**config.mk**
```make
export PLATFORM = sky130hd
export DESIGN_NAME = best_match_interface_lookup
export DESIGN_NICKNAME = d
export VERILOG_FILES = /design/src/rtl/bml_pkg.sv /design/src/rtl/best_match_interface_lookup.sv
export VERILOG_INCLUDE_DIRS = /design/src /design/src/rtl
export SDC_FILE = /design/constraint.sdc
export NUM_CORES = 1
export LEC_CHECK = 0
export ABC_CLOCK_PERIOD_IN_PS = 10800
export BUFFER_PORTS_ARGS = -buffer_cell sky130_fd_sc_hd__buf_2
export CAP_MARGIN = 20
export CORE_MARGIN = 3
export CORE_UTILIZATION = 37
export CTS_BUF_LIST = sky130_fd_sc_hd__clkbuf_8
export DETAILED_ROUTE_END_ITERATION = 10
export SKIP_LAST_GASP = 1
export SLEW_MARGIN = 0
export SYNTH_ARGS = -nofsm -noshare
export SYNTH_HDL_FRONTEND = slang
export SYNTH_SLANG_ARGS = --single-unit
```
**constraint.sdc**
```tcl
create_clock -name aclk -period 10.8 [get_ports aclk]
set_input_delay 0 -clock aclk [delete_from_list [all_inputs] [get_ports aclk]]
set_output_delay 0 -clock aclk [all_outputs]
set_load 0.03 [all_outputs]
```
**src/rtl/best_match_interface_lookup_assert.svh**
```systemverilog
// ----------------------------------------------------------------------------
// best match interface lookup assertion macros
// property shorthands used at the end of the top level
// ----------------------------------------------------------------------------
`ifndef BEST_MATCH_INTERFACE_LOOKUP_ASSERT_SVH
`define BEST_MATCH_INTERFACE_LOOKUP_ASSERT_SVH

// same-cycle implication
`define BML_ASSERT_NOW(label, clk, rstn, ante, cons) \
    label: assert property (@(posedge clk) disable iff (!(rstn)) (ante) |-> (cons)) \
        else $error("bml assertion failed");

// next-cycle implication
`define BML_ASSERT_NEXT(label, clk, rstn, ante, cons) \
    label: assert property (@(posedge clk) disable iff (!(rstn)) (ante) |=> (cons)) \
        else $error("bml assertion failed");

`endif

```
**src/rtl/bml_pkg.sv**
```systemverilog
`timescale 1ns / 1ps
// ----------------------------------------------------------------------------
// bml_pkg
// types, codes and helpers for the best match interface lookup
// ----------------------------------------------------------------------------
package bml_pkg;

    localparam int MAX_INTERFACES = 16;

    localparam int ADDR_W  = 32;
    localparam int COUNT_W = 5;
    localparam int SLOT_W  = 4;
    localparam int LEVEL_W = 2;

    localparam logic CMD_WRITE  = 1'b0;
    localparam logic CMD_LOOKUP = 1'b1;

    localparam logic [LEVEL_W-1:0] LVL_NONE    = 2'd0;
    localparam logic [LEVEL_W-1:0] LVL_NETWORK = 2'd1;
    localparam logic [LEVEL_W-1:0] LVL_SUBNET  = 2'd2;
    localparam logic [LEVEL_W-1:0] LVL_EXACT   = 2'd3;

    typedef struct packed {
        logic              command;
        logic [SLOT_W-1:0] entry_index;
        logic [ADDR_W-1:0] entry_address;
        logic [ADDR_W-1:0] entry_subnet_mask;
        logic [ADDR_W-1:0] query_address;
    } in_item_t;

    typedef struct packed {
        logic               found;
        logic [SLOT_W-1:0]  match_index;
        logic [LEVEL_W-1:0] match_level;
    } out_item_t;

    typedef struct packed {
        logic [ADDR_W-1:0] address;
        logic [ADDR_W-1:0] mask;
    } entry_t;

    typedef enum logic [1:0] {
        ST_IDLE,
        ST_SCAN,
        ST_RESULT
    } state_t;

    // classful network mask of an address
    function automatic logic [ADDR_W-1:0] classful_mask(input logic [ADDR_W-1:0] a);
        logic [ADDR_W-1:0] m;
        priority casez (a[ADDR_W-1 -: 3])
            3'b0??:  m = 32'hFF00_0000;
            3'b10?:  m = 32'hFFFF_0000;
            3'b110:  m = 32'hFFFF_FF00;
            default: m = 32'h0000_0000;
        endcase
        return m;
    endfunction

endpackage

```
**src/rtl/best_match_interface_lookup.sv**
```systemverilog
`timescale 1ns / 1ps
// ----------------------------------------------------------------------------
// best match interface lookup
// interface table with classful best-match search, one entry per cycle
// ----------------------------------------------------------------------------
// usage:
//   s_valid/s_ready/s_data carry items; command write stores one table
//   entry and gives no result, command lookup scans entries 0 to
//   interface_count-1, capped at MAX_INTERFACES, and gives one result
//   on m_valid/m_ready/m_data. cfg_valid/cfg_ready/cfg_data load
//   interface_count; cfg_ready is always 1. the table sits in one memory
//   with a registered read, read once per entry; a lookup goes through
//   ST_SCAN and ST_RESULT to m_valid, and an exact hit ends the scan early;
//   one item is in work at a time, so a new lookup is not taken until the
//   last one's result has been loaded into the output register.
//   s_ready is high only while no item is in work; a finished result sits
//   in the output register, so a new item is taken while it waits.
//   a lookup whose result finds the output register still full waits
//   until m_ready frees it.
//   reset clears the control state and interface_count; table contents are
//   undefined until written.
// ----------------------------------------------------------------------------
module best_match_interface_lookup (
    input  logic                          aclk,
    input  logic                          aresetn,
    input  logic                          s_valid,
    output logic                          s_ready,
    input  bml_pkg::in_item_t             s_data,
    output logic                          m_valid,
    input  logic                          m_ready,
    output bml_pkg::out_item_t            m_data,
    input  logic                          cfg_valid,
    output logic                          cfg_ready,
    input  logic [bml_pkg::COUNT_W-1:0]   cfg_data
);

    localparam int IDX_W = (bml_pkg::MAX_INTERFACES > 1) ?
                           $clog2(bml_pkg::MAX_INTERFACES) : 1;

    bml_pkg::entry_t table_mem [bml_pkg::MAX_INTERFACES];
    bml_pkg::entry_t rd_data_reg;

    bml_pkg::state_t state_reg, state_next;

    logic [bml_pkg::COUNT_W-1:0] count_reg;
    logic [bml_pkg::COUNT_W-1:0] limit_reg, limit_next;
    logic [bml_pkg::COUNT_W-1:0] issue_reg, issue_next;
    logic                        rd_valid_reg, rd_valid_next;
    logic [bml_pkg::SLOT_W-1:0]  rd_slot_reg;
    logic [bml_pkg::ADDR_W-1:0]  query_reg, net_reg;
    logic [bml_pkg::LEVEL_W-1:0] level_reg, level_next;
    logic [bml_pkg::SLOT_W-1:0]  best_reg, best_next;
    logic                        m_valid_reg, m_valid_next;
    bml_pkg::out_item_t          m_data_reg;

    logic             s_fire;
    logic             wr_en;
    logic [IDX_W-1:0] wr_addr;
    logic             rd_en;
    logic [IDX_W-1:0] rd_addr;
    logic             load_out;
    logic             hit_net, hit_sub, hit_exact;

    assign s_ready   = (state_reg == bml_pkg::ST_IDLE);
    assign s_fire    = s_valid && s_ready;
    assign cfg_ready = 1'b1;
    assign m_valid   = m_valid_reg;
    assign m_data    = m_data_reg;

    assign wr_en   = s_fire && (s_data.command == bml_pkg::CMD_WRITE)
                     && (32'(s_data.entry_index) < 32'(bml_pkg::MAX_INTERFACES));
    assign wr_addr = IDX_W'(s_data.entry_index);
    assign rd_addr = IDX_W'(issue_reg);

    assign hit_net   = ((query_reg ^ rd_data_reg.address) & net_reg) == '0;
    assign hit_sub   = ((query_reg ^ rd_data_reg.address) & rd_data_reg.mask) == '0;
    assign hit_exact = rd_valid_reg && (query_reg == rd_data_reg.address);

    always_ff @(posedge aclk) begin
        if (wr_en) begin
            table_mem[wr_addr] <= '{address: s_data.entry_address,
                                    mask:    s_data.entry_subnet_mask};
        end
        if (rd_en) begin
            rd_data_reg <= table_mem[rd_addr];
        end
    end

    always_ff @(posedge aclk) begin
        if (!aresetn) begin
            state_reg    <= bml_pkg::ST_IDLE;
            count_reg    <= '0;
            rd_valid_reg <= 1'b0;
            m_valid_reg  <= 1'b0;
        end else begin
            state_reg    <= state_next;
            rd_valid_reg <= rd_valid_next;
            m_valid_reg  <= m_valid_next;
            if (cfg_valid && cfg_ready) begin
                count_reg <= cfg_data;
            end
        end
    end

    always_ff @(posedge aclk) begin
        limit_reg   <= limit_next;
        issue_reg   <= issue_next;
        level_reg   <= level_next;
        best_reg    <= best_next;
        rd_slot_reg <= bml_pkg::SLOT_W'(issue_reg);
        if (s_fire) begin
            query_reg <= s_data.query_address;
            net_reg   <= bml_pkg::classful_mask(s_data.query_address);
        end
        if (load_out) begin
            m_data_reg.found       <= (level_reg != bml_pkg::LVL_NONE);
            m_data_reg.match_index <= best_reg;
            m_data_reg.match_level <= level_reg;
        end
    end

    always_comb begin
        state_next    = state_reg;
        limit_next    = limit_reg;
        issue_next    = issue_reg;
        level_next    = level_reg;
        best_next     = best_reg;
        rd_valid_next = 1'b0;
        rd_en         = 1'b0;
        load_out      = 1'b0;
        m_valid_next  = m_valid_reg && !m_ready;

        unique case (state_reg)
            bml_pkg::ST_IDLE: begin
                if (s_fire && (s_data.command == bml_pkg::CMD_LOOKUP)) begin
                    limit_next = (32'(count_reg) > 32'(bml_pkg::MAX_INTERFACES))
                                 ? bml_pkg::COUNT_W'(bml_pkg::MAX_INTERFACES)
                                 : count_reg;
                    issue_next = '0;
                    level_next = bml_pkg::LVL_NONE;
                    best_next  = '0;
                    state_next = bml_pkg::ST_SCAN;
                end
            end
            bml_pkg::ST_SCAN: begin
                // compare the entry read last cycle
                if (rd_valid_reg && hit_net) begin
                    if (hit_exact) begin
                        level_next = bml_pkg::LVL_EXACT;
                        best_next  = rd_slot_reg;
                    end else if (hit_sub) begin
                        if (level_reg < bml_pkg::LVL_SUBNET) begin
                            level_next = bml_pkg::LVL_SUBNET;
                            best_next  = rd_slot_reg;
                        end
                    end else if (level_reg < bml_pkg::LVL_NETWORK) begin
                        level_next = bml_pkg::LVL_NETWORK;
                        best_next  = rd_slot_reg;
                    end
                end
                if (hit_exact) begin
                    state_next = bml_pkg::ST_RESULT;
                end else if (issue_reg < limit_reg) begin
                    rd_en         = 1'b1;
                    rd_valid_next = 1'b1;
                    issue_next    = issue_reg + 1'b1;
                end else if (!rd_valid_reg) begin
                    state_next = bml_pkg::ST_RESULT;
                end
            end
            bml_pkg::ST_RESULT: begin
                if (!m_valid_reg || m_ready) begin
                    load_out     = 1'b1;
                    m_valid_next = 1'b1;
                    state_next   = bml_pkg::ST_IDLE;
                end
            end
            default: begin
                state_next = bml_pkg::ST_IDLE;
            end
        endcase
    end

`include "best_match_interface_lookup_assert.svh"

    `BML_ASSERT_NOW(a_read_only_in_scan, aclk, aresetn, rd_valid_reg, state_reg == bml_pkg::ST_SCAN)
    `BML_ASSERT_NOW(a_found_matches_level, aclk, aresetn, m_valid, m_data.found == (m_data.match_level != bml_pkg::LVL_NONE))
    `BML_ASSERT_NOW(a_miss_index_zero, aclk, aresetn, m_valid && !m_data.found, m_data.match_index == '0)
    `BML_ASSERT_NEXT(a_exact_ends_scan, aclk, aresetn, state_reg == bml_pkg::ST_SCAN && hit_exact, state_reg == bml_pkg::ST_RESULT && level_reg == bml_pkg::LVL_EXACT)

endmodule
```
Word level (Yosys, flattened, before mapping)
Memory sizes are Yosys's and may differ from the RTL's. A register that Yosys moved wholly into a read port is not among the register bits.
Index checks and enable logic that the tools add are counted.
{ "totals": {"memories": 1, "reg_bits": 100, "ram_bits": 1024} }
{ "classes": {"bitwise_logic": 5, "reduce_logical": 18, "addsub": 1, "n_mux": 34, "eq_ne": 14, "n_lt_le_gt_ge": 4} }
{ "mem_list": {"columns": ["name", "words", "word_bits", "rd", "rd_ports_with_merged_regs", "write_ports", "line_no", "rtl"], "rows": [
  ["table_mem", 16, 64, 1, 1, 1, "best_match_interface_lookup.sv:40", "bml_pkg::entry_t table_mem [bml_pkg::MAX_INTERFACES];"]
]} }
{ "op_table": {"columns": ["op", "n"], "rows": [
  ["32-bit case mux with 3 select lines", 1],
  ["32-bit bitwise AND", 2],
  ["32-bit zero test", 2],
  ["32-bit equality test", 1],
  ["32-bit bitwise XOR", 1],
  ["4-bit 2-to-1 mux", 6],
  ["2-bit 2-to-1 mux", 11],
  ["5-bit 2-to-1 mux", 3],
  ["5-bit case mux with 2 select lines", 1],
  ["1-bit 2-to-1 mux", 9],
  ["2-bit != test, second input constant", 4],
  ["4-bit != test, second input constant", 2],
  ["4-bit case mux with 2 select lines", 1],
  ["4-bit AND reduction", 2],
  ["1-bit logical AND", 6],
  ["3-bit != test, second input constant", 2],
  ["2-bit case mux with 3 select lines", 1],
  ["5-bit by 1-bit adder with 5-bit output, second input constant", 1],
  ["5-bit > comparator, second input constant", 1],
  ["5-bit < comparator", 1],
  ["5-bit AND reduction", 1],
  ["2-bit equality test, second input constant", 2],
  ["2-bit case mux with 2 select lines", 1],
  ["2-bit nonzero test", 2],
  ["other kinds (10)", 12]
]} }

Longest topological paths before layout
Gate-level depths: netlist of run 1.
{ "depth": {"word_depth": 7, "depth_mapped": 7} }

Worst setup path before layout of run 1
OpenSTA, ideal clock, no wires.
{ "synth_timing": {"path_kind": "register to register", "startpoint": "register state_reg[1]", "endpoint": "memory table_mem[0][0] (netlist bit) (enable)", "arrival_time_ps": 6804, "path_stages_with_launch": 6, "synth_period_minus_slack_ps": 7369, "required_ps": 10235, "setup_slack_ps": 3431, "path_cell_list": "dfxtp_1 > nor2_1 > and2_1 > nand2b_1 > or3_1 > nor3_1"} }
{ "synth_via": {"elab_chain_cells": 5} }
{ "synth_lines": {"columns": ["element", "line_no", "rtl"], "rows": [
  ["start, declared", "best_match_interface_lookup.sv:43", "bml_pkg::state_t state_reg, state_next;"],
  ["start signal, assigned", "best_match_interface_lookup.sv:91", "state_reg <= bml_pkg::ST_IDLE;"],
  ["start signal, assigned", "best_match_interface_lookup.sv:96", "state_reg <= state_next;"],
  ["2-bit zero test", "best_match_interface_lookup.sv:64", "assign s_ready = (state_reg == bml_pkg::ST_IDLE);"],
  ["named net s_ready", "best_match_interface_lookup.sv:27", "output logic s_ready,"],
  ["1-bit logical AND", "best_match_interface_lookup.sv:65", "assign s_fire = s_valid && s_ready;"],
  ["named net s_fire", "best_match_interface_lookup.sv:56", "logic s_fire;"],
  ["1-bit logical AND", "best_match_interface_lookup.sv:70", "assign wr_en = s_fire && (s_data.command == bml_pkg::CMD_WRITE)"],
  ["1-bit 2-to-1 mux", "best_match_interface_lookup.sv:80", "if (wr_en) begin"],
  ["1-bit 2-to-1 mux (not written as such)", "best_match_interface_lookup.sv:81", "table_mem[wr_addr] <= '{address: s_data.entry_address,"],
  ["end, declared", "best_match_interface_lookup.sv:40", null]
]} }
The timed path passes the listed nets, and every way through them passes these cells.

Worst setup path in the final report of run 1
{ "layout_timing": {"startpoint": "register state_reg[1]", "endpoint": "memory table_mem[12][42] (netlist bit) (enable)"} }
{ "layout_via": {"elab_chain_cells": 5} }
{ "layout_lines": {"columns": ["element", "line_no"], "rows": [
  ["2-bit zero test", "best_match_interface_lookup.sv:64"],
  ["1-bit logical AND", "best_match_interface_lookup.sv:65"],
  ["named net s_fire", "best_match_interface_lookup.sv:56"],
  ["1-bit logical AND", "best_match_interface_lookup.sv:70"],
  ["1-bit 2-to-1 mux", "best_match_interface_lookup.sv:80"],
  ["1-bit 2-to-1 mux (not written as such)", "best_match_interface_lookup.sv:81"]
]} }
The timed path passes the listed nets, and every way through them passes these cells.

==> results.tsv, run 1 <==
metric	value	unit
period_needed	4300	ps
drt-total-wl	104	mm
multi_input_area	0.00845	mm²
postCtsSetupBuffers	0	
grt_pass1_wl	152	mm
syn_area_per_cell	25.1	µm²
vias_per_cell	5.29	
core	0.117	mm²
largest_register_ffs	1024	
insertion_delay	830	ps
setup_viol_count_final	0	
drtPass1Iterations	5	
relSlewSlack	25.6	%
cts_sinks	1159	
hold_path_class	input pin to flop	
preCtsSetupSlack	6710	ps
fmax	233	MHz
period_share	39.8	%
syn_inst	1733	
finClkSkew	42.9	ps
die_w	349	µm
whs	91.5	ps
gp_congestion	0.805	
synth_simple_gate_area_share	1.01	%
start_util	37.4	%
fin_nets	2275	
slew_violations	0	
peakVddDrop	104	µV
top_level_ports	121	
yosys.area_share.adder	0.144	%
cpPeakStageDelay	810	ps
cp_num_buf_inv	5	
worstPathMaxFanout	44	
startpoint_type	flop	
clk_root_buffer_cell	clkbuf_8	
seq_area_frac_synth	79.6	%
die_h	349	µm
nFillCells	9700	
std_cell_rows	125	
ctsResizeCount	0	
p_total	9.33	mW
hold_viol	0	
synth_mux_area_share	16.7	%
layout_common_cells	edfxtp_1, mux4_2, clkbuf_8, dlygate4sd3_1, buf_2	
drc	0	
portBuffers	119	
drive_gt1_share	31.1	%
crit_family	buffers and inverters	
hpwl	55.9	mm
grt_pass1_vias	21600	
postRouteAntennaNets	0	
cp_slowest_cell	buf_4	
synth_top_family_by_area	multiplexers	
setup_ws	6500	ps
yosys.area_share.xor_xnor	0.704	%
utilization	43.8	%
clk_pin_slew	70	ps
tightest_slew	1120	ps
numCtsBuffers	185	
yosys_register_bits	1159	
first_iter_violations	2310	
gr-total-overflow	0	
vias	20300	
worst_ep_arrival_time	4740	ps
synth_compound_area_share	0.540	%
rsz0062_at_grt	false	
power_leakage	16.3	nW
wire_per_inst	27.2	µm
ys_types	40	
cts_tree	yes	
die_area	0.122	mm²
netlist_area	0.0435	mm²
grt_max_degree	109	
synth_warnings	0	
end_kind	flop	
worstPathCellList	nor2_1, and2_2, buf_4, nand2b_1, inv_1, nand3_1, nor3_2, dlygate4sd3_1, buf_4, buf_4	
track_usage	17.3	%
seqCellArea	0.0347	mm²
clk_path_buf_depth	3	
tns	0	ps
layout_commonest_cell	edfxtp_1	
p_per_area	183	mW/mm²
area_growth	17.1	%
worst_path_most_repeated_cell	buf_4	
syn_nets	1849	
cp.required	11240	ps
crit_type	flop to flop	
status	finished clean	
drv_cap	0	
cts.htree.levels	4	
antenna_found_initial	17	
==> where the power goes <==
group / leakage [nW] / switching, mW / internal [mW]
sequential: 10.5 / 0.0448 / 5.05
combinational: 3.83 / 0.417 / 0.372
clock: 1.98 / 1.67 / 1.78
total: 16.3 / 2.13 / 7.19
==> final timing paths <==
| path | depth (start not counted) | slack (ps) | from | endpoint |
|---|---|---|---|---|
| setup / recovery | 10 | 6500 | state_reg[1]$_SDFFE_PN0P_ | table_mem[12][42]$_DFFE_PP_ |
| setup reg to reg | 10 | 6500 | state_reg[1]$_SDFFE_PN0P_ | table_mem[12][42]$_DFFE_PP_ |
| hold / removal | 4 | 90 | cfg_valid | count_reg[1]$_SDFFE_PN0P_ |
| hold reg to reg | 0 | 420 | best_reg[3]$_SDFFCE_PN0P_ | m_data[5]$_DFFE_PP_ |
==> kinds of logic after synthesis <==
logic type,after synthesis
adder cells (fa/ha/maj),5
AND/OR/NAND/NOR,90
other,1
XOR/XNOR,35
flip-flops,1159
AO/OA/AOI/OAI,33
multiplexers,326
buffers and inverters,84
==> metrics by stage <==
step / cell area [µm²] / std cells
after detailed placement: 46000 / 3337
after global routing: 51000 / 3835
final: 51000 / 3841
after CTS: 51000 / 3830
after global placement: 46000 / 3337
after floorplan: 43500 / 1733
==> layer usage <==
| metal | global-route usage, % | up-vias | wire length, µm |
|---|---|---|---|
| li1 | - | 8388 | - |
| met1 | 24.1 | 10900 | 43800 |
| met2 | 27.0 | 863 | 49900 |
| met3 | 4.81 | 149 | 8800 |
| met4 | 4.78 | 4 | 1820 |
| met5 | 0 | - | 21 |
==> cell type report <==
class,count,area share [%]
timing repair buffer,315,4.91
inverter,8,0.0613
clock buffer,196,5.29
sequential,1159,68.0
antenna,11,0.0540
multi-input combinational,490,16.6
clock inverter,138,1.41
tap,1524,3.74
==> cells in the mapped netlist <==
cell type / number / area share, %
edfxtp_1: 1146 / 79
mux4_2: 315 / 16
clkbuf_1: 35 / 0.30
xor2_1: 34 / 0.68
nor2_1: 29 / 0.25
buf_6: 24 / 0.62
nand2_1: 18 / 0.16
a22oi_1: 17 / 0.29
dfxtp_1: 13 / 0.60
buf_2: 8 / 0.092
inv_1: 8 / 0.069
nor4_1: 8 / 0.11
nand2b_1: 7 / 0.10
nor2b_1: 7 / 0.10
and2_1: 6 / 0.086
buf_1: 6 / 0.052
mux2i_1: 6 / 0.14
a21oi_1: 5 / 0.057
ha_1: 5 / 0.14
mux4_1: 5 / 0.30
nor3_1: 5 / 0.057
nand3_1: 4 / 0.046
nand4_1: 3 / 0.043
a21boi_0: 2 / 0.034
a21o_1: 2 / 0.034
a211oi_1: 1 / 0.017
a31oi_1: 1 / 0.014
buf_12: 1 / 0.046
buf_4: 1 / 0.017
buf_8: 1 / 0.034
conb_1: 1 / 0.0086
nor4_2: 1 / 0.029
o21ai_1: 1 / 0.011
o221a_1: 1 / 0.026
o22ai_1: 1 / 0.014
o31ai_1: 1 / 0.017
o32ai_1: 1 / 0.020
or2_2: 1 / 0.014
or3_1: 1 / 0.014
xnor2_1: 1 / 0.020
==> tightest hold or removal path, cell delays in order <==
cell	delay, ps
buf_2	170
mux2i_1	90
dlygate4sd3_1	550
nor2_1	80
==> repair_timing <==
| item | 4_1_cts | 5_1_grt |
|---|---|---|
| setup endpoints to repair | 0 | 0 |
| endpoints found under the hold margin | 1350 | 0 |
| hold buffers | 159 | 0 |
No activity file was read; power rests on OpenSTA's default activity.
==> inputs of run 2 (changes only) <==
--- a/config.mk
+++ b/config.mk
@@ -6,7 +6,7 @@
 export SDC_FILE = /design/constraint.sdc
 export NUM_CORES = 1
 export LEC_CHECK = 0
-export ABC_CLOCK_PERIOD_IN_PS = 10800
+export ABC_CLOCK_PERIOD_IN_PS = 3490
 export BUFFER_PORTS_ARGS = -buffer_cell sky130_fd_sc_hd__buf_2
 export CAP_MARGIN = 20
 export CORE_MARGIN = 3
==> constraint.sdc (replaced) <==
create_clock -name aclk -period 3.49 [get_ports aclk]
set_input_delay 0 -clock aclk [delete_from_list [all_inputs] [get_ports aclk]]
set_output_delay 0 -clock aclk [all_outputs]
set_load 0.03 [all_outputs]
==> run 2 against run 1 <==
Against the previous run:
- flip-flop and latch count is the same
- largest cell class unchanged
- fmax is 39% higher
- critical path depth decreased by 3
==> results.tsv, run 2 (synthesis gave the netlist of run 1 again) <==
metric	value	unit
status	finished clean	
clk_path_buf_depth	3	
drt-total-wl	103	mm
die_area	0.122	mm²
startpoint_type	flop	
cp_num_buf_inv	2	
crit_type	flop to flop	
wire_per_inst	26.8	µm
die_h	349	µm
std_cell_rows	125	
largest_register_ffs	1024	
nFillCells	9666	
r2r_start	state_reg[0]$_SDFFE_PN0P_	
drc	0	
insertion_delay	830	ps
layout_commonest_cell	edfxtp_1	
first_iter_violations	2228	
multi_input_area	0.00849	mm²
seqCellArea	0.0347	mm²
gr-total-overflow	0	
area_growth	18.3	%
hold_viol	0	
postRouteAntennaNets	0	
crit_start	state_reg[0]$_SDFFE_PN0P_	
top_layer	met5	
clk_root_buffer_cell	clkbuf_8	
die_w	349	µm
cp.required	4010	ps
worstPathMaxFanout	5	
worstPathCellList	nor2_4, and2_4, nand2b_4, or3_4, dlygate4sd3_1, nor2_4, dlygate4sd3_1	
portBuffers	119	
start_util	37.4	%
grt_pass1_vias	21600	
grt_max_degree	83	
crit_family	buffers and inverters	
utilization	44.2	%
fin_nets	2300	
vias_per_cell	5.29	
relSlewSlack	46.5	%
p_total	28.6	mW
instances_no_fill	3859	
drtPass1Iterations	5	
postCtsSetupBuffers	0	
track_usage	17.2	%
gp_congestion	0.810	
setup_viol_count_final	0	
hpwl	57.1	mm
holdCritStartpoint	s_data[77]	
clk_pin_slew	60	ps
dp_cells	3364	
vias	20400	
finalInstanceArea	0.0515	mm²
period_needed	3080	ps
hold_path_class	input pin to flop	
peakVddDrop	322	µV
cp_slowest_cell	dlygate4sd3_1	
core	0.117	mm²
cts.htree.levels	4	
top_level_ports	121	
drive_gt1_share	31.8	%
power_leakage	16.4	nW
tightest_slew	802	ps
met2RoutedLength	48.2	mm
cts_sinks	1159	
numCtsBuffers	181	
slew_violations	0	
dr_wl_met3	8.37	mm
cpPeakStageDelay	720	ps
period_share	88.3	%
layout_common_cells	edfxtp_1, mux4_2, clkbuf_8, dlygate4sd3_1, buf_2	
antenna_found_initial	17	
placed_area	0.0466	mm²
rsz0062_at_grt	false	
fmax	325	MHz
p_per_area	554	mW/mm²
drv_cap	0	
finClkSkew	42.8	ps
wl_met1	45.0	mm
end_kind	flop	
cts_tree	yes	
grt_pass1_wl	150	mm
worst_ep_arrival_time	3600	ps
-- run 2: cell type report --
type	count	area share, %
diodes	6	0.0292
clock buffers	184	4.92
clock inverters	144	1.41
inverters	8	0.0607
multi-input cells	490	16.5
flip-flops and latches	1159	67.3
well taps	1524	3.70
repair buffers	344	6.07
-- run 2: worst paths after layout --
kind / endpoint / slack (ps) / depth (start not counted)
max reg2reg: table_mem[2][9]$_DFFE_PP_ / 410 / 7
min: table_mem[5][45]$_DFFE_PP_ / 100 / 2
min reg2reg: m_data[2]$_DFFE_PP_ / 420 / 0
max: table_mem[2][9]$_DFFE_PP_ / 410 / 7
-- run 2: through the flow --
step | setup WS (ps) | setup TNS [ps] | hold WS [ps]
after global placement | 649 | 0 | 181
after global routing | 302 | 0 | 47.4
final | 410 | 0 | 104
after floorplan | -4.91 | -1120 | 98.9
after detailed placement | 708 | 0 | 178
after CTS | 422 | 0 | 7.09
-- run 2: metal layers --
metal  vias to the layer above  GRT usage (%)
met3                       147           4.33
li1                       8425              -
met4                        12           4.61
met2                       835           26.1
met5                         -              0
met1                     11000           24.8
-- run 2: power breakdown --
part | leakage (nW) | internal (mW) | switching (mW)
logic | 4.10 | 1.20 | 1.32
clock network | 1.85 | 5.15 | 5.14
registers | 10.5 | 15.6 | 0.126
-- run 2: what timing repair did --
item / 4_1_cts / 5_1_grt
hold buffers: 161 / 0
gates resized for setup: 0 / 0
endpoints found under the hold margin: 1531 / 0
==> inputs of run 3 (changes only) <==
--- a/config.mk
+++ b/config.mk
@@ -6,11 +6,11 @@
 export SDC_FILE = /design/constraint.sdc
 export NUM_CORES = 1
 export LEC_CHECK = 0
-export ABC_CLOCK_PERIOD_IN_PS = 3490
+export ABC_CLOCK_PERIOD_IN_PS = 2700
 export BUFFER_PORTS_ARGS = -buffer_cell sky130_fd_sc_hd__buf_2
 export CAP_MARGIN = 20
 export CORE_MARGIN = 3
-export CORE_UTILIZATION = 37
+export CORE_UTILIZATION = 36
 export CTS_BUF_LIST = sky130_fd_sc_hd__clkbuf_8
 export DETAILED_ROUTE_END_ITERATION = 10
 export SKIP_LAST_GASP = 1
==> constraint.sdc (replaced) <==
create_clock -name aclk -period 2.7 [get_ports aclk]
set_input_delay 0 -clock aclk [delete_from_list [all_inputs] [get_ports aclk]]
set_output_delay 0 -clock aclk [all_outputs]
set_load 0.03 [all_outputs]
==> run 3 against run 2 <==
Against the previous run:
- critical path depth is 1 higher
- utilization is 0.37 points lower
- total power is 31% higher
- critical endpoint is now rd_data_reg[15]$_DFFE_PP_
- largest power group unchanged
==> results.tsv, run 3 (synthesis gave the netlist of run 1 again) <==
metric	value	unit
status	finished clean	
fmax	380	MHz
wire_per_inst	26.9	µm
setup_ws	70.1	ps
die_area	0.125	mm²
cts_sinks	1159	
numCtsBuffers	181	
clk_pin_slew	60	ps
postRouteAntennaNets	0	
gp_congestion	0.815	
clk_root_buffer_cell	clkbuf_8	
grt_max_degree	68	
crit_type	flop to flop	
area_growth	19.8	%
fin_nets	2319	
std_cell_rows	126	
start_util	36.6	%
layout_common_cells	edfxtp_1, mux4_2, clkbuf_8, dlygate4sd3_1, buf_2	
preCtsSetupSlack	-147	ps
utilization	43.8	%
first_iter_violations	1961	
hold_path_class	input pin to flop	
drt-total-wl	107	mm
peakVddDrop	494	µV
antenna_found_initial	15	
tightest_slew	753	ps
layout_commonest_cell	edfxtp_1	
core	0.119	mm²
worstPathMaxFanout	64	
clk_path_buf_depth	3	
cts_tree	yes	
rsz0062_at_grt	true	
finalInstanceArea	0.0522	mm²
hpwl	58.4	mm
gr-total-overflow	0	
power_leakage	16.7	nW
p_per_area	719	mW/mm²
drv_cap	0	
grt_pass1_vias	21400	
die_w	354	µm
hold_viol	0	
placed_area	0.0471	mm²
finClkSkew	46.5	ps
period_share	97.4	%
relSlewSlack	49.7	%
cts.htree.levels	4	
insertion_delay	840	ps
track_usage	17.1	%
top_level_ports	121	
vias_per_cell	5.14	
slew_violations	0	
period_needed	2630	ps
worst_ep_arrival_time	3070	ps
drive_gt1_share	33.3	%
setup_viol_count_final	0	
largest_register_ffs	1024	
instances_no_fill	3955	
startpoint_type	flop	
drc	0	
end_kind	flop	
die_h	354	µm
grt_pass1_wl	154	mm
cp.required	3140	ps
drtPass1Iterations	5	
portBuffers	119	
vias	20300	
dp_cells	3456	
-- run 3: final cells by class --
type,count,area [µm²]
timing repair buffer,363,3480
sequential,1159,34700
inverter,8,33.8
clock buffer,184,2530
tap,1600,2000
antenna,8,20.0
fill,9963,66800
multi-input combinational,490,8570
clock inverter,143,866
-- run 3: per-layer routing --
metal / wire length [µm] / vias to the layer above / part of all wire [%] / track usage (%)
met5: 77 / - / 0.072 / 0
met4: 2090 / 12 / 2.0 / 4.91
met3: 8110 / 148 / 7.6 / 4.62
met2: 51600 / 775 / 48 / 27.0
met1: 44600 / 10900 / 42 / 23.5
li1: - / 8471 / - / -
-- run 3: repair_timing --
| item | in CTS | in global routing |
|---|---|---|
| setup endpoints to repair | 64 | 26 |
| hold endpoints to repair | 1644 | 0 |
| resized for setup | 3 | 4 |
| hold buffers | 162 | 0 |
| setup buffers | 1 | 2 |
| pin swaps | 2 | 8 |
-- run 3: path summary, 6_finish.rpt --
kind	startpoint	end	slack [ps]	cells past startpoint
max	issue_reg[0]$_SDFFCE_PN0P_	rd_data_reg[15]$_DFFE_PP_	70	8
min reg2reg	best_reg[3]$_SDFFCE_PN0P_	m_data[5]$_DFFE_PP_	420	0
min	cfg_valid	count_reg[0]$_SDFFE_PN0P_	100	4
max reg2reg	issue_reg[0]$_SDFFCE_PN0P_	rd_data_reg[15]$_DFFE_PP_	70	8
-- run 3: power breakdown --
group / internal (mW) / total [mW] / switching [mW]
clock: 7.15 / 13.8 / 6.69
sequential: 20.2 / 20.3 / 0.173
combinational: 1.64 / 3.34 / 1.70
-- run 3: worst max-delay path: stages (launching register included) --
cell	delay, ps
edfxtp_1	480
buf_12	230
nand2b_1	220
a21o_1	200
a21oi_1	150
o21ai_1	140
a21o_1	230
clkinvlp_4	90
buf_12	420
-- run 3: per-stage QoR --
stage	TNS, ps	power, mW	hold WS [ps]
floorplan	-217880	22.7	98.9
global placement	-11140	23.8	181
detailed placement	-8370	23.9	180
CTS	0	37.9	3.07
global route	-232	39.0	54.2
finish	0	37.5	98.3
